--- src/rtl/clni_pkg.sv ---
// Shared constants, step codes and types for the character LCD nibble interface.
`timescale 1ns / 1ps
`default_nettype none

package clni_pkg;

  // Timebase: tick items per microsecond.
  localparam int TICKS_PER_US = 1;

  localparam int WAIT_MAX = 50000 * TICKS_PER_US;
  localparam int WAIT_W   = $clog2(WAIT_MAX + 1);
  localparam int PHASE_W  = 6;

  localparam logic [WAIT_W-1:0] DUR_POWER_ON = WAIT_W'(50000 * TICKS_PER_US);
  localparam logic [WAIT_W-1:0] DUR_WAKE_1   = WAIT_W'(5000 * TICKS_PER_US);
  localparam logic [WAIT_W-1:0] DUR_WAKE_N   = WAIT_W'(200 * TICKS_PER_US);
  localparam logic [WAIT_W-1:0] DUR_BYTE     = WAIT_W'(2000 * TICKS_PER_US);
  localparam logic [WAIT_W-1:0] DUR_GAP      = WAIT_W'(100 * TICKS_PER_US);
  localparam logic [WAIT_W-1:0] DUR_PULSE    = WAIT_W'(1 * TICKS_PER_US);

  // Sequence steps.
  localparam logic [PHASE_W-1:0] PH_POWER   = PHASE_W'(0);
  localparam logic [PHASE_W-1:0] PH_WAKE    = PHASE_W'(1);
  localparam logic [PHASE_W-1:0] PH_FS      = PHASE_W'(12);
  localparam logic [PHASE_W-1:0] PH_CLR_X   = PHASE_W'(27);
  localparam logic [PHASE_W-1:0] PH_EM      = PHASE_W'(28);
  localparam logic [PHASE_W-1:0] PH_IDLE    = PHASE_W'(33);
  localparam logic [PHASE_W-1:0] PH_USER    = PHASE_W'(34);
  localparam logic [PHASE_W-1:0] PH_LAST    = PHASE_W'(38);

  // Input command codes.
  localparam logic [1:0] CMD_TICK  = 2'd0;
  localparam logic [1:0] CMD_INSTR = 2'd1;
  localparam logic [1:0] CMD_CHAR  = 2'd2;

  // Configuration register indexes.
  localparam logic [1:0] CFG_FUNCTION_SET    = 2'd0;
  localparam logic [1:0] CFG_DISPLAY_CONTROL = 2'd1;
  localparam logic [1:0] CFG_ENTRY_MODE      = 2'd2;

  localparam logic [7:0] RST_FUNCTION_SET    = 8'h28;
  localparam logic [7:0] RST_DISPLAY_CONTROL = 8'h0C;
  localparam logic [7:0] RST_ENTRY_MODE      = 8'h06;
  localparam logic [7:0] CLEAR_CMD           = 8'h01;

  localparam logic [3:0] NIB_WAKE     = 4'h3;
  localparam logic [3:0] NIB_FOUR_BIT = 4'h2;

  typedef enum logic [1:0] {
    NIB_KEEP,
    NIB_CONST,
    NIB_HIGH,
    NIB_LOW
  } nib_src_t;

  typedef enum logic [2:0] {
    LD_NONE,
    LD_FUNC,
    LD_DISP,
    LD_CLEAR,
    LD_ENTRY
  } load_src_t;

  // What one sequence step does; a driven nibble also raises the strobe.
  typedef struct packed {
    load_src_t         load;
    nib_src_t          nib;
    logic [3:0]        nib_const;
    logic              strobe_clr;
    logic [WAIT_W-1:0] dur;
  } step_t;

endpackage

`default_nettype wire

--- src/rtl/clni_step_decode.sv ---
// Step decoder: maps a sequence phase to its pin action and duration.
`timescale 1ns / 1ps
`default_nettype none

module clni_step_decode import clni_pkg::*; (
  input  logic [PHASE_W-1:0] phase,
  output step_t              step
);

  function automatic step_t byte_step(input logic [2:0] k);
    step_t s;
    s = '{load: LD_NONE, nib: NIB_KEEP, nib_const: 4'h0, strobe_clr: 1'b0, dur: DUR_BYTE};
    case (k)
      3'd0: begin
        s.nib = NIB_HIGH;
        s.dur = DUR_PULSE;
      end
      3'd2: begin
        s.nib = NIB_LOW;
        s.dur = DUR_PULSE;
      end
      3'd1, 3'd3: begin
        s.strobe_clr = 1'b1;
        s.dur        = DUR_GAP;
      end
      default: s.dur = DUR_BYTE;
    endcase
    return s;
  endfunction

  always_comb begin
    logic [PHASE_W-1:0] off;
    logic [1:0]         grp;
    logic [PHASE_W-1:0] k;
    step = '{load: LD_NONE, nib: NIB_KEEP, nib_const: 4'h0, strobe_clr: 1'b0, dur: DUR_BYTE};
    off  = '0;
    grp  = '0;
    k    = '0;
    if (phase == PH_POWER) begin
      step.dur = DUR_POWER_ON;
    end else if (phase < PH_FS) begin
      // Wake-up nibbles: pulse, gap, settle per group; the 4-bit one has no settle.
      off = phase - PH_WAKE;
      grp = (off >= 6'd9) ? 2'd3 : (off >= 6'd6) ? 2'd2 : (off >= 6'd3) ? 2'd1 : 2'd0;
      k   = off - PHASE_W'(3 * grp);
      case (k[1:0])
        2'd0: begin
          step.nib       = NIB_CONST;
          step.nib_const = (grp == 2'd3) ? NIB_FOUR_BIT : NIB_WAKE;
          step.dur       = DUR_PULSE;
        end
        2'd1: begin
          step.strobe_clr = 1'b1;
          step.dur        = DUR_GAP;
        end
        default: step.dur = (grp == 2'd0) ? DUR_WAKE_1 : DUR_WAKE_N;
      endcase
    end else if (phase < PH_CLR_X) begin
      off  = phase - PH_FS;
      grp  = (off >= 6'd10) ? 2'd2 : (off >= 6'd5) ? 2'd1 : 2'd0;
      k    = off - PHASE_W'(5 * grp);
      step = byte_step(k[2:0]);
      if (k == '0) begin
        case (grp)
          2'd0:    step.load = LD_FUNC;
          2'd1:    step.load = LD_DISP;
          default: step.load = LD_CLEAR;
        endcase
      end
    end else if (phase == PH_CLR_X) begin
      step.dur = DUR_BYTE;
    end else if (phase < PH_IDLE) begin
      k    = phase - PH_EM;
      step = byte_step(k[2:0]);
      if (phase == PH_EM) step.load = LD_ENTRY;
    end else if (phase >= PH_USER && phase <= PH_LAST) begin
      k    = phase - PH_USER;
      step = byte_step(k[2:0]);
    end
  end

endmodule

`default_nettype wire

--- src/rtl/char_lcd_nibble_interface_unit.sv ---
// Top level of the character LCD nibble interface: sequencer state and stream ports.
//
// Drives a standard character LCD controller over a 4-bit bus. Every request on the
// slave stream is either a timebase tick (tuser = tick), or a byte to send as an
// instruction or as a character; each request yields exactly one result on the
// master stream carrying the current pin levels plus busy and refused flags.
// After reset the block runs the power-on sequence (50 ms wait, three wake-up
// nibbles, the 4-bit nibble, then function set, display control, clear with an
// extra 2 ms, entry mode) as ticks arrive; a send request while busy is dropped
// and flagged as refused. Ticks count in units of 1/TICKS_PER_US microseconds.
// One request per clock cycle while the consumer keeps up, with the result in the
// next cycle: the step decoder and the wait-counter decrement sit between the
// sequencer state registers and the result register, and a result that waits
// for the consumer is held in that register while the next request is taken as
// soon as it drains. Configuration registers are read by the init sequence at
// the moment each byte starts, so write them before the matching step or while idle.
`timescale 1ns / 1ps
`default_nettype none

module char_lcd_nibble_interface_unit import clni_pkg::*; (
  input  logic       clk,
  input  logic       rst,
  // Request stream
  input  logic       s_axis_tvalid,
  output logic       s_axis_tready,
  input  logic [7:0] s_axis_tdata,   // [7:0] byte_value
  input  logic [1:0] s_axis_tuser,   // [1:0] cmd
  // Result stream
  output logic       m_axis_tvalid,
  input  logic       m_axis_tready,
  output logic [7:0] m_axis_tdata,   // [3:0] data_nibble, [4] reg_select,
                                     // [5] enable_pin, [6] busy_res, [7] refused
  // Configuration write channel
  input  logic       cfg_valid,
  output logic       cfg_ready,
  input  logic [1:0] cfg_index,
  input  logic [7:0] cfg_data
);

  // Configuration registers
  logic [7:0] function_set;
  logic [7:0] display_control;
  logic [7:0] entry_mode;

  // Sequencer state
  logic [PHASE_W-1:0] phase;
  logic [WAIT_W-1:0]  wait_ticks;
  logic [7:0]         held_byte;
  logic               held_select;
  logic [3:0]         nibble_pins;
  logic               select_pin;
  logic               strobe_pin;

  logic [PHASE_W-1:0] phase_next;
  logic [WAIT_W-1:0]  wait_ticks_next;
  logic [7:0]         held_byte_next;
  logic               held_select_next;
  logic [3:0]         nibble_pins_next;
  logic               select_pin_next;
  logic               strobe_pin_next;
  logic               refused_next;
  logic               busy_next;

  logic               req_accept;
  logic               is_tick;
  logic               is_send;
  logic               idle;
  logic               run;
  logic [PHASE_W-1:0] run_phase;
  logic [WAIT_W-1:0]  wait_base;
  logic [7:0]         byte_src;
  logic               select_src;
  step_t              step;

  // Take a request whenever the result register is empty or drains this cycle.
  assign s_axis_tready = !m_axis_tvalid || m_axis_tready;
  assign req_accept    = s_axis_tvalid && s_axis_tready;
  assign cfg_ready     = 1'b1;

  assign is_tick = (s_axis_tuser == CMD_TICK);
  assign is_send = (s_axis_tuser == CMD_INSTR) || (s_axis_tuser == CMD_CHAR);
  assign idle    = (phase == PH_IDLE) && (wait_ticks == '0);

  // A send while idle starts the user transfer at once; otherwise run the
  // current phase when its wait has expired.
  assign run_phase = (is_send && idle) ? PH_USER : phase;

  clni_step_decode u_decode (
    .phase (run_phase),
    .step  (step)
  );

  always_comb begin
    held_byte_next   = held_byte;
    held_select_next = held_select;
    refused_next     = 1'b0;
    wait_base        = wait_ticks;
    run              = 1'b0;

    if (is_tick) begin
      // Count down first, then check whether the next step is due.
      if (wait_ticks != '0) wait_base = wait_ticks - 1'b1;
      run = (wait_base == '0) && (phase != PH_IDLE);
    end else if (is_send) begin
      if (idle) begin
        held_byte_next   = s_axis_tdata;
        held_select_next = (s_axis_tuser == CMD_CHAR);
        run              = 1'b1;
      end else begin
        refused_next = 1'b1;
      end
    end

    // Latch the init byte at its first step; the nibble below uses it directly.
    case (step.load)
      LD_FUNC:  byte_src = function_set;
      LD_DISP:  byte_src = display_control;
      LD_CLEAR: byte_src = CLEAR_CMD;
      LD_ENTRY: byte_src = entry_mode;
      default:  byte_src = held_byte_next;
    endcase
    select_src = (step.load == LD_NONE) ? held_select_next : 1'b0;

    phase_next       = phase;
    wait_ticks_next  = wait_base;
    nibble_pins_next = nibble_pins;
    select_pin_next  = select_pin;
    strobe_pin_next  = strobe_pin;

    if (run) begin
      wait_ticks_next = step.dur;
      phase_next      = (run_phase >= PH_LAST) ? PH_IDLE : run_phase + 1'b1;
      if (step.load != LD_NONE) begin
        held_byte_next   = byte_src;
        held_select_next = 1'b0;
      end
      case (step.nib)
        NIB_CONST: begin
          nibble_pins_next = step.nib_const;
          select_pin_next  = 1'b0;
          strobe_pin_next  = 1'b1;
        end
        NIB_HIGH: begin
          nibble_pins_next = byte_src[7:4];
          select_pin_next  = select_src;
          strobe_pin_next  = 1'b1;
        end
        NIB_LOW: begin
          nibble_pins_next = byte_src[3:0];
          select_pin_next  = select_src;
          strobe_pin_next  = 1'b1;
        end
        default: begin
          if (step.strobe_clr) strobe_pin_next = 1'b0;
        end
      endcase
    end

    busy_next = (phase_next != PH_IDLE) || (wait_ticks_next != '0);
  end

  always_ff @(posedge clk) begin
    if (rst) begin
      function_set    <= RST_FUNCTION_SET;
      display_control <= RST_DISPLAY_CONTROL;
      entry_mode      <= RST_ENTRY_MODE;
    end else if (cfg_valid && cfg_ready) begin
      // Drop writes to indexes beyond the register list.
      case (cfg_index)
        CFG_FUNCTION_SET:    function_set    <= cfg_data;
        CFG_DISPLAY_CONTROL: display_control <= cfg_data;
        CFG_ENTRY_MODE:      entry_mode      <= cfg_data;
        default: ;
      endcase
    end
  end

  always_ff @(posedge clk) begin
    if (rst) begin
      phase       <= PH_POWER;
      wait_ticks  <= '0;
      held_byte   <= '0;
      held_select <= 1'b0;
      nibble_pins <= '0;
      select_pin  <= 1'b0;
      strobe_pin  <= 1'b0;
    end else if (req_accept) begin
      phase       <= phase_next;
      wait_ticks  <= wait_ticks_next;
      held_byte   <= held_byte_next;
      held_select <= held_select_next;
      nibble_pins <= nibble_pins_next;
      select_pin  <= select_pin_next;
      strobe_pin  <= strobe_pin_next;
    end
  end

  // Result register: load on accept, hold while the consumer stalls.
  always_ff @(posedge clk) begin
    if (rst) begin
      m_axis_tvalid <= 1'b0;
    end else if (req_accept) begin
      m_axis_tvalid <= 1'b1;
    end else if (m_axis_tready) begin
      m_axis_tvalid <= 1'b0;
    end
  end

  always_ff @(posedge clk) begin
    if (req_accept) begin
      m_axis_tdata <= {refused_next, busy_next, strobe_pin_next, select_pin_next,
                       nibble_pins_next};
    end
  end

endmodule

`default_nettype wire

--- config.mk ---
export PLATFORM = sky130hd
export DESIGN_NAME = char_lcd_nibble_interface_unit
export DESIGN_NICKNAME = d
export VERILOG_FILES = /design/src/rtl/clni_pkg.sv /design/src/rtl/clni_step_decode.sv /design/src/rtl/char_lcd_nibble_interface_unit.sv
export SDC_FILE = /design/constraint.sdc
export NUM_CORES = 1
export LEC_CHECK = 0
export ABC_AREA = 1
export BUFFER_PORTS_ARGS = -buffer_cell sky130_fd_sc_hd__buf_2
export CORE_ASPECT_RATIO = 0.8
export CORE_MARGIN = 2
export CORE_UTILIZATION = 68
export CTS_BUF_LIST = sky130_fd_sc_hd__clkbuf_4
export DETAILED_ROUTE_END_ITERATION = 7
export HOLD_SLACK_MARGIN = 0.03
export PLACE_DENSITY_LB_ADDON = 0.08
export SYNTH_ARGS = -nofsm -noshare
export SYNTH_HDL_FRONTEND = slang
export SYNTH_SLANG_ARGS = --single-unit
--- constraint.sdc ---
create_clock -name clk -period 11.4 [get_ports clk]
set_clock_uncertainty 0.15 [all_clocks]
set_input_delay 0.57 -clock clk [delete_from_list [all_inputs] [get_ports clk]]
set_output_delay 0.57 -clock clk [all_outputs]
set_load 0.05 [all_outputs]
Yosys cells after proc, flatten, opt, wreduce, memory -nomap -nowiden
Cells that the tools add are included.
{"block": "totals", "reg_bits": 70, "inputBits": 25, "out_inout_bits": 11, "word_cells": 164}
{"block": "classes", "n_addsub": 8, "mul": 2, "magnitude_cmp": 11, "n_eq_ne": 28, "n_mux": 63, "n_bitwise": 1, "reduce_logical": 38}
{"op": "16-bit 2-to-1 mux", "n": 6}
{"op": "11-bit one-hot mux with 2 select lines", "n": 3}
{"op": "26-bit 2-to-1 mux", "n": 2}
{"op": "23-bit 2-to-1 mux", "n": 2}
{"op": "8-bit 2-to-1 mux", "n": 5}
{"op": "16-bit logical NOT", "n": 2}
{"op": "16-bit one-hot mux with 2 select lines", "n": 1}
{"op": "8-bit one-hot mux with 4 select lines", "n": 1}
{"op": "16-bit nonzero test", "n": 2}
{"op": "3-bit by 2-bit equality test with 1-bit output (second input constant)", "n": 8}
{"op": "1-bit 2-to-1 mux", "n": 23}
{"op": "10-bit 2-to-1 mux", "n": 2}
{"op": "6-bit 2-to-1 mux", "n": 3}
{"op": "2-bit one-hot mux with 2 select lines", "n": 4}
{"op": "2-bit OR reduction", "n": 8}
{"op": "16-bit by 1-bit subtractor with 16-bit output (second input constant)", "n": 1}
{"op": "13-bit 2-to-1 mux", "n": 1}
{"op": "3-bit by 1-bit equality test with 1-bit output (second input constant)", "n": 4}
{"op": "6-bit by 5-bit equality test with 1-bit output (second input constant)", "n": 2}
{"op": "6-bit by 3-bit greater-or-equal comparator with 1-bit output (second input constant)", "n": 2}
{"op": "6-bit by 4-bit greater-or-equal comparator with 1-bit output (second input constant)", "n": 2}
{"op": "6-bit greater-or-equal comparator (second input constant)", "n": 2}
{"op": "3-bit logical NOT", "n": 4}
{"op": "6-bit logical NOT", "n": 2}
{"op": "34 further kinds", "n": 59}

Longest topological paths before layout
Gate-level depths: netlist of the first run.
{"block": "logic_depth", "word_depth": 20, "ltp_mapped": 31}

Modules after synthesis
A second synthesis of the first run with hierarchy kept.
{"block": "unflattened", "cells_unflattened": 957, "hier_area_um2": 5836.8}
{"module": "char_lcd_nibble_interface_unit", "instances": 1, "cells_each": 720, "area_per_inst_um2": 4478.0, "seq_area_each_um2": 1481.4}
{"module": "clni_step_decode", "instances": 1, "cells_each": 237, "area_per_inst_um2": 1358.8, "seq_area_each_um2": 0.0}

Least setup slack after synthesis of the first run
OpenSTA, ideal clock, no wires.
{"block": "synth_timing", "path_kind": "in2reg", "startpoint": "input s_axis_tuser[0]", "endpoint": "register m_axis_tdata[0], data pin", "setup_time_ns": 0.256, "arrival_ns": 4.367, "t_required_ns": 10.994, "path_slack_ns": 6.628, "stages": 26, "path_buffers": 0, "cell_sequence": "inv_1 > ha_1 > nand4_4 > nand2_2 > ha_1 > inv_1 > a21oi_1 > nor4_2 > inv_2 > nor2_2 > ha_1 > inv_1 > fa_1 > or2_1 > a21oi_1 > nor2_1 > nor3_2 > nand3_4 > nor2_8 > nand2_8 > nand2_4 > nand4_1 > nand3_1 > nand2_1 > o21ai_1 > inv_1"}
{"block": "synth_between", "elab_chain_cells": 19}
{"element": "start: declaration", "line_no": "char_lcd_nibble_interface_unit.sv:27", "source": "input logic [1:0] s_axis_tuser,"}
{"element": "2-bit by 1-bit equality test with 1-bit output / 2-bit equality test (equally long branches)", "line_no": "char_lcd_nibble_interface_unit.sv:81", "source": "assign is_send = (s_axis_tuser == CMD_INSTR) || (s_axis_tuser == CMD_CHAR);"}
{"element": "1-bit logical OR", "line_no": "char_lcd_nibble_interface_unit.sv:81"}
{"element": "1-bit logical AND", "line_no": "char_lcd_nibble_interface_unit.sv:86", "source": "assign run_phase = (is_send && idle) ? PH_USER : phase;"}
{"element": "6-bit 2-to-1 mux", "line_no": "char_lcd_nibble_interface_unit.sv:86"}
{"element": "6-bit by 4-bit subtractor with 6-bit output", "line_no": "clni_step_decode.sv:59", "source": "off = phase - PH_FS;"}
{"element": "6-bit by 3-bit greater-or-equal comparator with 1-bit output", "line_no": "clni_step_decode.sv:60", "source": "grp = (off >= 6'd10) ? 2'd2 : (off >= 6'd5) ? 2'd1 : 2'd0;"}
{"element": "1-bit 2-to-1 mux", "line_no": "clni_step_decode.sv:60"}
{"element": "2-bit 2-to-1 mux", "line_no": "clni_step_decode.sv:60"}
{"element": "[4 not listed]"}
{"element": "26-bit 2-to-1 mux", "line_no": "clni_step_decode.sv:58", "source": "end else if (phase < PH_CLR_X) begin"}
{"element": "3-bit 2-to-1 mux", "line_no": "clni_step_decode.sv:41", "source": "end else if (phase < PH_FS) begin"}
{"element": "10-bit 2-to-1 mux", "line_no": "clni_step_decode.sv:39", "source": "if (phase == PH_POWER) begin"}
{"element": "3-bit equality test (tied with other cells)", "line_no": "char_lcd_nibble_interface_unit.sv:115", "source": "case (step.load)"}
{"element": "8-bit one-hot mux with 4 select lines", "line_no": "char_lcd_nibble_interface_unit.sv:115"}
{"element": "4-bit one-hot mux with 3 select lines", "line_no": "char_lcd_nibble_interface_unit.sv:137", "source": "case (step.nib)"}
{"element": "4-bit 2-to-1 mux *", "line_no": "char_lcd_nibble_interface_unit.sv:130", "source": "if (run) begin"}
{"element": "net nibble_pins_next[0]", "line_no": "char_lcd_nibble_interface_unit.sv:58", "source": "logic [3:0] nibble_pins_next;"}
{"element": "end signal: assignment", "line_no": "char_lcd_nibble_interface_unit.sv:211", "source": "m_axis_tdata <= {refused_next, busy_next, strobe_pin_next, select_pin_next,"}
{"element": "end: declaration", "line_no": "char_lcd_nibble_interface_unit.sv:31", "source": "output logic [7:0] m_axis_tdata,"}
The timed path passes the listed nets; every way through them passes the cells marked *.
A chain may end at the register's enable or synchronous reset.

Worst setup path after layout of the first run
{"block": "layout_timing", "startpoint": "register wait_ticks[0]", "endpoint": "register m_axis_tdata[2], data pin"}
{"block": "layout_between", "elab_chain_cells": 19}
{"element": "start: declaration", "line_no": "char_lcd_nibble_interface_unit.sv:47", "source": "logic [WAIT_W-1:0] wait_ticks;"}
{"element": "start signal: assignment", "line_no": "char_lcd_nibble_interface_unit.sv:189", "source": "wait_ticks <= wait_ticks_next;"}
{"element": "16-bit logical NOT", "line_no": "char_lcd_nibble_interface_unit.sv:82", "source": "assign idle = (phase == PH_IDLE) && (wait_ticks == '0);"}
{"element": "1-bit logical AND", "line_no": "char_lcd_nibble_interface_unit.sv:82"}
{"element": "1-bit logical AND", "line_no": "char_lcd_nibble_interface_unit.sv:86"}
{"element": "6-bit 2-to-1 mux", "line_no": "char_lcd_nibble_interface_unit.sv:86"}
{"element": "6-bit by 4-bit subtractor with 6-bit output", "line_no": "clni_step_decode.sv:59"}
{"element": "6-bit by 3-bit greater-or-equal comparator with 1-bit output", "line_no": "clni_step_decode.sv:60"}
{"element": "1-bit 2-to-1 mux", "line_no": "clni_step_decode.sv:60"}
{"element": "2-bit 2-to-1 mux", "line_no": "clni_step_decode.sv:60"}
{"element": "[4 not listed]"}
{"element": "26-bit 2-to-1 mux", "line_no": "clni_step_decode.sv:58"}
{"element": "3-bit 2-to-1 mux", "line_no": "clni_step_decode.sv:41"}
{"element": "10-bit 2-to-1 mux", "line_no": "clni_step_decode.sv:39"}
{"element": "3-bit equality test (tied with other cells)", "line_no": "char_lcd_nibble_interface_unit.sv:115"}
{"element": "8-bit one-hot mux with 4 select lines", "line_no": "char_lcd_nibble_interface_unit.sv:115"}
{"element": "4-bit one-hot mux with 3 select lines", "line_no": "char_lcd_nibble_interface_unit.sv:137"}
{"element": "4-bit 2-to-1 mux *", "line_no": "char_lcd_nibble_interface_unit.sv:130"}
{"element": "net nibble_pins_next[2]", "line_no": "char_lcd_nibble_interface_unit.sv:58"}
The timed path passes the listed nets; every way through them passes the cells marked *. The select of a mux whose other input is x is not followed.

==> metrics.md, run 1 <==
| Metric | Value |
|---|---|
| Gate Count Post-Synth | `855` |
| Leakage | `2.89 nW` |
| EDFF count, synth | `8` |
| Startpoint of the worst hold path | `cfg_data[2]` |
| Asr flop ratio synth | `0%` |
| Largest net degree at the start of global routing | `45` |
| Area grow syn2layout | `5.73%` |
| Routed wl met2 | `6.82 mm` |
| Worst reg2reg path startpoint | `wait_ticks[0]` |
| Root Driver | `clkbuf_4` |
| WL met3 | `~1.6 mm` |
| Largest fanout on the critical path | `10` |
| Dpl hpwl | `11.7 mm` |
| Max-slew violation count | `0` |
| Die area | `8800 um^2` |
| Gr ovfl total | `0` |
| Seq cells post-synth | `70` |
| Max VDD drop | `0.0000973 V` |
| Fillers | `between 700 and 800` |
| Sequential share of the synthesized area | `27.0%` |
| Most common cell after layout, fill and taps aside | `nand2_1` |
| Crit path DAT | `roughly 5500 ps` |
| Final-stage net count | `923` |
| Final setup fails | `0` |
| Top cell by count, worst path | `inv_1` |
| Site Rows | `29` |
| Status | `finished clean` |
| Setup TNS | `0 ps` |
| Post-cts sizing count | `0` |
| Synth Cell Area | `5480 um^2` |
| Max_cap viols | `0` |
| Period minus WS final | `about 5400 ps` |
| Core ar. | `7870 um^2` |
| Main synth FF type | `dfxtp_1` |
| I/O pins | `36` |
| Post-route insts no fill | `989` |
| GP Congestion | `1.07` |
| Min-delay worst type | `primary input to flip-flop` |
| CTS buffer count | `9` |
| DRT Pass-1 Iters | `6` |
| Max incr delay on CP | `370 ps` |
| Ant. Diodes | `0` |
| Yosys warnings | `0` |
| First-pass GRT wire length | `between 20 and 30 mm` |
| Cell variety after synth | `slightly below 50` |
| Hold_buf cts | `0` |
| Clk_lat worst skew | `450 ps` |
| Syn_nets | `roughly 900` |
| Die height | `about 84 um` |
| DR vias/cell | `5.86` |
| Port Buffers | `34` |
| Hold Fails Final Rpt | `0` |
| Worst Setup SP | `wait_ticks[0]` |
| Via count | `~5.8k` |
| # H-tree levels | `3` |
| Critical Path Start Type | `flip-flop` |
| CP Class | `flip-flop to flip-flop` |
| Clock transition at path regs | `130 ps` |
| Post-route met1 wirelength | `6.57 mm` |
| Initial Utilization | `69.6%` |
| Inst Count DP | `973` |
| Period utilization | `47.2%` |
| Routed length per instance | `15.6 um` |
| Number of remaining DRC errors | `0` |
| Final ANT Viol Nets | `0` |
| Number of global-route vias before repair | `~5.5k` |
| Die Width | `104 um` |
| Initial DRC Count | `between 500 and 600` |
| Avg Inst Size Synth | `6.41 um^2` |
| CP Capture Type | `flip-flop` |
| Initial antenna violation count | `0` |
| Setup Buffers After CTS | `0` |
| Slowest-stage cell, CP | `fa_1` |
| Max Fclk | `186 MHz` |
| Most frequent cells in the layout | `nand2_1, nor2_1, inv_1` |
| GRT Resource Usage Total | `a little over a third` |
| Total length of routed wires | `15.4 mm` |
| Layout cells sized above 1 | `14.1%` |
| Crit path required time | `roughly 11,000 ps` |
| TritonCTS clock tree | `done` |
| Top layer in use | `met4` |
| Clock sink count | `70` |
| Slew headroom | `23.1%` |
| Max Root-Sink Buffers | `2` |
| Least-Margin Pin Slew | `1150 ps` |
| RSZ-0062 raised after global routing | `false` |
| PD cells | `119 nW/um^2` |
## per-layer routing
metal / track usage, % / up-vias
li1: - / 2812
met5: 0 / -
met1: 48.5 / 2629
met2: 59.4 / 306
met3: 7.76 / 46
met4: 12.9 / 0
## registers in the layout, indices dropped and copies added (netlist names)
name and cells:
wait_ticks 16, display_control 8, entry_mode 8, function_set 8
held_byte 8, m_axis_tdata 8, phase 6, nibble_pins 4
held_select 1, m_axis_tvalid 1, select_pin 1, strobe_pin 1
## metrics by stage
| stage | setup WS (ps) | utilization, % | power, W | instance area [um^2] | hold WS (ps) |
|---|---|---|---|---|---|
| after floorplan | 6630 | - | 0.000478 | 5480 | 279 |
| after global placement | 6260 | 72.1 | 0.000527 | 5670 | 303 |
| after detailed placement | 6050 | 72.1 | 0.000535 | 5670 | 305 |
| after CTS | 6060 | 73.6 | 0.000688 | 5800 | 193 |
| after global routing | 5540 | 73.6 | 0.000734 | 5800 | 213 |
| final | 6020 | 73.6 | 0.000693 | 5800 | 211 |
## where the power goes
group / switching, W / leakage (nW) / internal (W) / total [W]
registers: 0.0000174 / 0.586 / 0.000264 / 0.000282
logic: 0.000178 / 2.23 / 0.0000784 / 0.000257
clock network: 0.000106 / 0.0692 / 0.0000478 / 0.000154
total: 0.000302 / 2.89 / 0.000391 / 0.000693
## path summary, 6_finish.rpt
path | slack (ps) | cells after the start | end
hold reg to reg | 330 | 2 | held_byte[2]
hold / removal | 210 | 3 | display_control[2]
setup reg to reg | 6020 | 29 | m_axis_tdata[2]
setup / recovery | 6020 | 29 | m_axis_tdata[2]
## Yosys cell counts (all sizes together), types with 2 or more instances
library cell | number | share of area, %
inv | 111 | 7.6
ha | 21 | 4.8
mux2i | 9 | 1.6
nor2 | 149 | 12
edfxtp | 8 | 4.4
a211oi | 2 | 0.27
clkbuf | 17 | 1.2
nand3b | 4 | 0.78
o21ai | 89 | 8.3
nor4 | 2 | 0.34
a21boi | 2 | 0.27
dfxtp | 62 | 23
clkinv | 2 | 0.16
nor3 | 8 | 0.82
xor2 | 12 | 1.9
nand2 | 204 | 16
nand4 | 22 | 3.0
or2 | 6 | 0.68
buf | 9 | 1.2
a21oi | 42 | 4.0
o211ai | 6 | 0.82
nand3 | 63 | 6.3
## area by class of cell
| type | count | area [um^2] | area share, % |
|---|---|---|---|
| Sequential cell | 70 | 1480 | 25.6 |
| Clock inverter | 7 | 56.3 | 0.971 |
| Tap cell | 108 | 135 | 2.33 |
| Inverter | 113 | 425 | 7.34 |
| Timing Repair Buffer | 36 | 185 | 3.19 |
| Clock buffer | 9 | 67.6 | 1.17 |
| Multi-Input combinational cell | 646 | 3450 | 59.5 |
## worst max-delay path: cells and delay by family (launching register included)
family / cells / cell delay [ps]
buffers and inverters: 5 / 510
adder cells (fa/ha/maj): 4 / 1120
flip-flops: 1 / 340
AND/OR/NAND/NOR: 19 / 2830
AO/OA/AOI/OAI: 1 / 180
## logic make-up after synthesis
logic type	after synthesis	share of synthesized area, %
AND/OR/NAND/NOR	459	40.2
other	1	0.0684
XOR/XNOR	12	1.92
AO/OA/AOI/OAI	143	13.9
flip-flops	70	27.0
buffers and inverters	139	10.1
multiplexers	9	1.64
adder cells (fa/ha/maj)	22	5.16
Power figures use the tool's default switching activity.
==> inputs of run 2 (changes only) <==
ABC_AREA = 0   (was 1)
CORE_UTILIZATION = 57   (was 68)
clock period = 4.46 ns   (was 11.4 ns; I/O delays follow)
==> metrics.md, run 2 <==
| Metric | Value |
|---|---|
| Status | `finished with violations` |
| Failing checks | `setup timing` |
| Setup TNS | `-9790 ps (-9790 ps)` |
| Slew headroom | `29.9% (+6.9 points)` |
| Main synth FF type | `dfxtp_1` |
| Inst Count DP | `868 (-11%)` |
| Max-slew violation count | `0 (unchanged)` |
| Die Width | `109 um (+4.7%)` |
| Root Driver | `clkbuf_4` |
| Post-synth top area cell | `dfxtp_1` |
| Routed length per instance | `19.8 um (+27%)` |
| CTS buffer count | `9 (unchanged)` |
| Dpl ws | `-433 ps (-6480 ps)` |
| Worst reg2reg path startpoint | `wait_ticks[9]` |
| Area grow syn2layout | `38.5%` |
| Fillers | `536 (-26%)` |
| Initial DRC Count | `723 (+37%)` |
| Yosys warnings | `0 (unchanged)` |
| Max_cap viols | `0 (unchanged)` |
| TritonCTS clock tree | `done` |
| Fin util | `81.9% (+8.3 points)` |
| Top-area cell type share of the netlist area | `24.5% (+1.9 points)` |
| Initial antenna violation count | `0 (unchanged)` |
| Min-delay worst type | `primary input to flip-flop` |
| Largest register by flop count | `wait_ticks` |
| Die area | `9650 um^2 (+9.6%)` |
| Max FFs per register | `16 (unchanged)` |
| Post-route insts no fill | `919 (-7.1%)` |
| Final setup fails | `32 (+32)` |
| Max VDD drop | `0.000210 V (+120%)` |
| DRT Pass-1 Iters | `5 (-1)` |
| Asr flop ratio synth | `0% (unchanged)` |
| Final ANT Viol Nets | `0 (unchanged)` |
| EDFF count, synth | `8 (unchanged)` |
| Min Hold Slack | `76.8 ps (-134 ps)` |
| Most common cell after layout, fill and taps aside | `buf_4` |
| Seq cells post-synth | `70 (unchanged)` |
| PD cells | `200 nW/um^2 (+68%)` |
| Crit path DAT | `5030 ps (-420 ps)` |
| DR vias/cell | `6.34 (+8.2%)` |
| Period utilization | `110% (+63 points)` |
| Most frequent cells in the layout | `buf_4, nor2_1, nand2_1` |
| Startpoint of the worst hold path | `s_axis_tuser[1]` |
| Port Buffers | `34 (unchanged)` |
| Cell variety after synth | `77 (+57%)` |
| Avg Inst Size Synth | `7.62 um^2 (+19%)` |
| Total length of routed wires | `18.2 mm (+18%)` |
| Clk_lat worst skew | `460 ps (about the same)` |
| Critical Path Start Type | `flip-flop` |
| Least-Margin Pin Slew | `1040 ps (-110 ps)` |
| Clock sink count | `70 (unchanged)` |
| Leakage | `2.94 nW (+1.9%)` |
| Dpl hpwl | `12.0 mm (+2.3%)` |
| Gr ovfl total | `0 (unchanged)` |
| Largest fanout on the critical path | `6 (-4)` |
| Gate Count Post-Synth | `664 (-22%)` |
| Final-stage net count | `850 (-7.9%)` |
| Multi-input logic area | `3890 um^2 (+13%)` |
| Initial Utilization | `59.1% (-11 points)` |
| GRT Resource Usage Total | `36.3% (-0.25 points)` |
| Worst setup margin | `-435 ps (-6450 ps)` |
| Number of global-route vias before repair | `5,370 (-2.9%)` |
| Register Area | `1480 um^2 (+0.17%)` |
| I/O pins | `36 (unchanged)` |
| Largest net degree at the start of global routing | `63 (+40%)` |
| # H-tree levels | `3 (unchanged)` |
| Sequential share of the synthesized area | `29.3% (+2.3 points)` |
| Die height | `88.3 um (+4.7%)` |
| Synth Cell Area | `5060 um^2 (-7.7%)` |
| Leading cell type by number of instances after synthesis | `nor2_1` |
| Ant. Diodes | `0 (unchanged)` |
| CP Capture Type | `flip-flop` |
| Syn_nets | `711 (-21%)` |
| Crit path required time | `4590 ps (-6870 ps)` |
| Clock transition at path regs | `130 ps (about the same)` |
| Via count | `5,822 (+0.50%)` |
| Site Rows | `30 (+3.4%)` |
| Hold Fails Final Rpt | `0 (unchanged)` |
| Core ar. | `8560 um^2 (+8.7%)` |
| Max Fclk | `204 MHz (+10%)` |
| Max Root-Sink Buffers | `2 (unchanged)` |
| Period minus WS final | `4900 ps (-489 ps)` |
| CP Class | `flip-flop to flip-flop` |
| Layout cells sized above 1 | `33.6% (+20 points)` |
| Largest cells by area after synthesis | `dfxtp_1, nor2_1, nand2_1` |
| Number of remaining DRC errors | `0 (unchanged)` |
| GP Congestion | `0.993 (-7.4%)` |
| RSZ-0062 raised after global routing | `true` |
| Worst Setup SP | `wait_ticks[9]` |
| Top cells by count, synth | `nor2_1, nand2_1, dfxtp_1, a21oi_1, clkbuf_1` |
| First-pass GRT wire length | `26.9 mm (+3.4%)` |
-- run 2: worst paths after layout --
| kind | end | slack [ps] | cells after the start |
|---|---|---|---|
| worst min register to register | select_pin | 330 | 2 |
| worst max-delay path | m_axis_tdata[2] | -440 | 19 |
| worst min-delay path | held_select | 80 | 4 |
| worst max register to register | m_axis_tdata[2] | -440 | 19 |
-- run 2: what timing repair did --
action | 4_1_cts | 5_1_grt
hold buffers | 15 | 0
gates resized for setup | 43 | 63
buffers inserted | 16 | 5
pin swaps | 16 | 33
endpoints found under the setup margin | 31 | 32
cloned | 1 | 0
endpoints found under the hold margin | 30 | 0
-- run 2: area by class of cell --
cell class	instances	area share, %
Clock buffer	9	0.964
Clock inverter	6	0.536
Inverter	20	1.14
Multi-Input combinational cell	531	55.6
Sequential cell	70	21.2
Tap cell	112	2.00
Timing Repair Buffer	171	18.6
-- run 2: worst max-delay path, cell delays in order (launching register included) --
cell and delay [ps]:
dfxtp_2 340, or4_4 570, nor3_4 230, nand4_1 260, nand2_2 220, ha_4 150
or3b_4 400, o21ai_4 200, nor2_4 60, ha_4 170, inv_4 70, fa_2 480
nor4_4 430, buf_4 190, a21boi_4 50, buf_6 140, buf_6 120, a31oi_1 180
a21boi_2 100, o21ai_0 210
-- run 2: logic make-up after synthesis --
| logic type | Yosys count | share of synthesized area (%) |
|---|---|---|
| multiplexers | 23 | 4.80 |
| AO/OA/AOI/OAI | 168 | 22.1 |
| buffers and inverters | 64 | 5.29 |
| XOR/XNOR | 22 | 4.50 |
| AND/OR/NAND/NOR | 294 | 28.4 |
| flip-flops | 70 | 29.3 |
| adder cells (fa/ha/maj) | 22 | 5.59 |
| other | 1 | 0.0741 |
-- run 2: report_power, final --
part	internal [W]	switching, W
Sequential	0.000658	0.0000125
Combinational	0.000151	0.000211
Clock	0.000111	0.000260
-- run 2: layer usage --
layer	vias to the layer above	share of wire (%)	GRT usage [%]
met5	-	0	0
met4	0	3.1	14.7
met3	54	10	8.32
met2	373	47	59.4
met1	2715	40	46.7
li1	2680	-	-
-- run 2: stage by stage --
step	total power, W	instance area [um^2]
global route	0.00145	7010
detailed placement	0.00101	6110
global placement	0.00100	6110
CTS	0.00138	6670
finish	0.00140	7010
floorplan	0.000892	5230
==> inputs of run 3 (changes only) <==
CORE_UTILIZATION = 63   (was 57)
clock period = 5.5 ns   (was 4.46 ns; I/O delays follow)
==> metrics.md, run 3 (synthesis gave the netlist of run 2 again) <==
| Metric | Value |
|---|---|
| Layout cells sized above 1 | `15.4% (-18 points)` |
| Number of global-route vias before repair | `4,780 (-11%)` |
| Status | `finished clean` |
| Total length of routed wires | `15.0 mm (-17%)` |
| Number of remaining DRC errors | `0 (unchanged)` |
| Final setup fails | `0 (-100%)` |
| Max FFs per register | `16 (unchanged)` |
| Leakage | `2.36 nW (-20%)` |
| Site Rows | `29 (-3.3%)` |
| Initial Utilization | `64.3% (+5.1 points)` |
| # H-tree levels | `3 (unchanged)` |
| Initial antenna violation count | `0 (unchanged)` |
| Least-Margin Pin Slew | `1190 ps (+147 ps)` |
| GP Congestion | `0.979 (-1.5%)` |
| Period utilization | `93.7% (-16 points)` |
| Ant. Diodes | `0 (unchanged)` |
| CTS buffer count | `9 (unchanged)` |
| Hold Fails Final Rpt | `0 (unchanged)` |
| Largest fanout on the critical path | `7 (+1)` |
| Final ANT Viol Nets | `0 (unchanged)` |
| Largest net degree at the start of global routing | `63 (unchanged)` |
| Die Width | `104 um (-4.7%)` |
| Final-stage net count | `758 (-11%)` |
| I/O pins | `36 (unchanged)` |
| Crit path DAT | `5210 ps (+180 ps)` |
| Max Root-Sink Buffers | `2 (unchanged)` |
| GRT Resource Usage Total | `34.7% (-1.6 points)` |
| Routed length per instance | `18.2 um (-7.8%)` |
| Root Driver | `clkbuf_4` |
| Initial DRC Count | `505 (-30%)` |
| CP Class | `flip-flop to flip-flop` |
| Largest register by flop count | `wait_ticks` |
| Critical Path Start Type | `flip-flop` |
| TritonCTS clock tree | `done` |
| Setup TNS | `0 ps (+9790 ps)` |
| Die height | `84.2 um (-4.7%)` |
| Gr ovfl total | `0 (unchanged)` |
| Port Buffers | `34 (unchanged)` |
| First-pass GRT wire length | `24.6 mm (-8.9%)` |
| DR vias/cell | `6.42 (+1.3%)` |
| Slew headroom | `20.7% (-9.3 points)` |
| Fin util | `73.0% (-8.9 points)` |
| RSZ-0062 raised after global routing | `false` |
| Max VDD drop | `0.000158 V (-25%)` |
| Max_cap viols | `0 (unchanged)` |
| Die area | `8770 um^2 (-9.1%)` |
| Clock sink count | `70 (unchanged)` |
| Most common cell after layout, fill and taps aside | `nor2_1` |
| Dpl hpwl | `10.8 mm (-9.8%)` |
| CP Capture Type | `flip-flop` |
| Period minus WS final | `5160 ps (+260 ps)` |
| Core ar. | `7870 um^2 (-8.0%)` |
| Clock transition at path regs | `150 ps (+20 ps)` |
| Min-delay worst type | `primary input to flip-flop` |
| PD cells | `211 nW/um^2 (+5.5%)` |
| Area grow syn2layout | `13.6%` |
| Crit path required time | `5550 ps (+960 ps)` |
| Clk_lat worst skew | `430 ps (-30 ps)` |
| Most frequent cells in the layout | `nor2_1, nand2_1, dfxtp_1` |
| Max-slew violation count | `0 (unchanged)` |
| Max Fclk | `194 MHz (-5.0%)` |
| Dpl ws | `147 ps (+580 ps)` |
| Worst setup margin | `345 ps (+780 ps)` |
| DRT Pass-1 Iters | `6 (+1)` |
| Via count | `5,290 (-9.1%)` |
-- run 3: area by class of cell --
| class | instances | area [um^2] |
|---|---|---|
| clock buffers | 9 | 67.6 |
| flip-flops and latches | 70 | 1480 |
| well taps | 108 | 135 |
| fillers | 648 | 2120 |
| multi-input cells | 530 | 3340 |
| clock inverters | 7 | 105 |
| repair buffers | 80 | 543 |
| inverters | 20 | 75.1 |
-- run 3: report_power, final --
| group | internal, W | leakage [nW] | switching [W] | total (W) |
|---|---|---|---|---|
| clock network | 0.000191 | 0.0891 | 0.000231 | 0.000422 |
| registers | 0.000534 | 0.582 | 0.0000130 | 0.000547 |
| logic | 0.0000943 | 1.69 | 0.000151 | 0.000246 |
| total | 0.000820 | 2.36 | 0.000395 | 0.00121 |
-- run 3: final timing paths --
path	startpoint	end	slack, ps	depth (start not counted)
worst max-delay path	wait_ticks[4]	m_axis_tdata[1]	340	22
worst min-delay path	s_axis_tdata[6]	held_byte[6]	100	5
worst max register to register	wait_ticks[4]	m_axis_tdata[1]	340	22
worst min register to register	display_control[2]	display_control[2]	330	1
-- run 3: routing by layer --
metal  vias to the layer above  global-route usage, %  wire length, um
met5                         -                      0                0
met1                      2426                   49.4             6450
met4                         0                   11.1              295
met2                       343                   53.5             6560
met3                        34                   6.68             1720
li1                       2487                      -                -
-- run 3: timing repair --
| action | in CTS | in global routing |
|---|---|---|
| buffers inserted | 0 | 2 |
| hold endpoints to repair | 21 | 0 |
| setup endpoints to repair | 0 | 25 |
| gates resized for setup | 0 | 8 |
| hold buffers | 11 | 0 |
-- run 3: worst max-delay path, stage by stage (launching register included) --
cell      delay, ps
dfxtp_1         330
or4_1           640
nor3_2          180
nand4_1         110
buf_4           180
nand2b_4        120
inv_1           100
ha_1            250
or3b_1          190
o21ai_1          70
nor2_1          170
ha_1            180
inv_1            60
fa_1            390
xnor2_1         220
nand3_1         160
nor4_2          310
nand2_1         170
buf_4           190
o22ai_1         280
a31oi_1         100
a22oi_1         240
a31oi_1         110
-- run 3: stage by stage --
step | total power [W] | cell area (um^2) | std cells | hold slack [ps]
global route | 0.00125 | 5750 | 824 | 94.6
finish | 0.00121 | 5750 | 824 | 95.5
detailed placement | 0.000789 | 5430 | 795 | 303
CTS | 0.00121 | 5710 | 822 | 80.1
global placement | 0.000787 | 5430 | 795 | 292
floorplan | 0.000717 | 5070 | 664 | 243
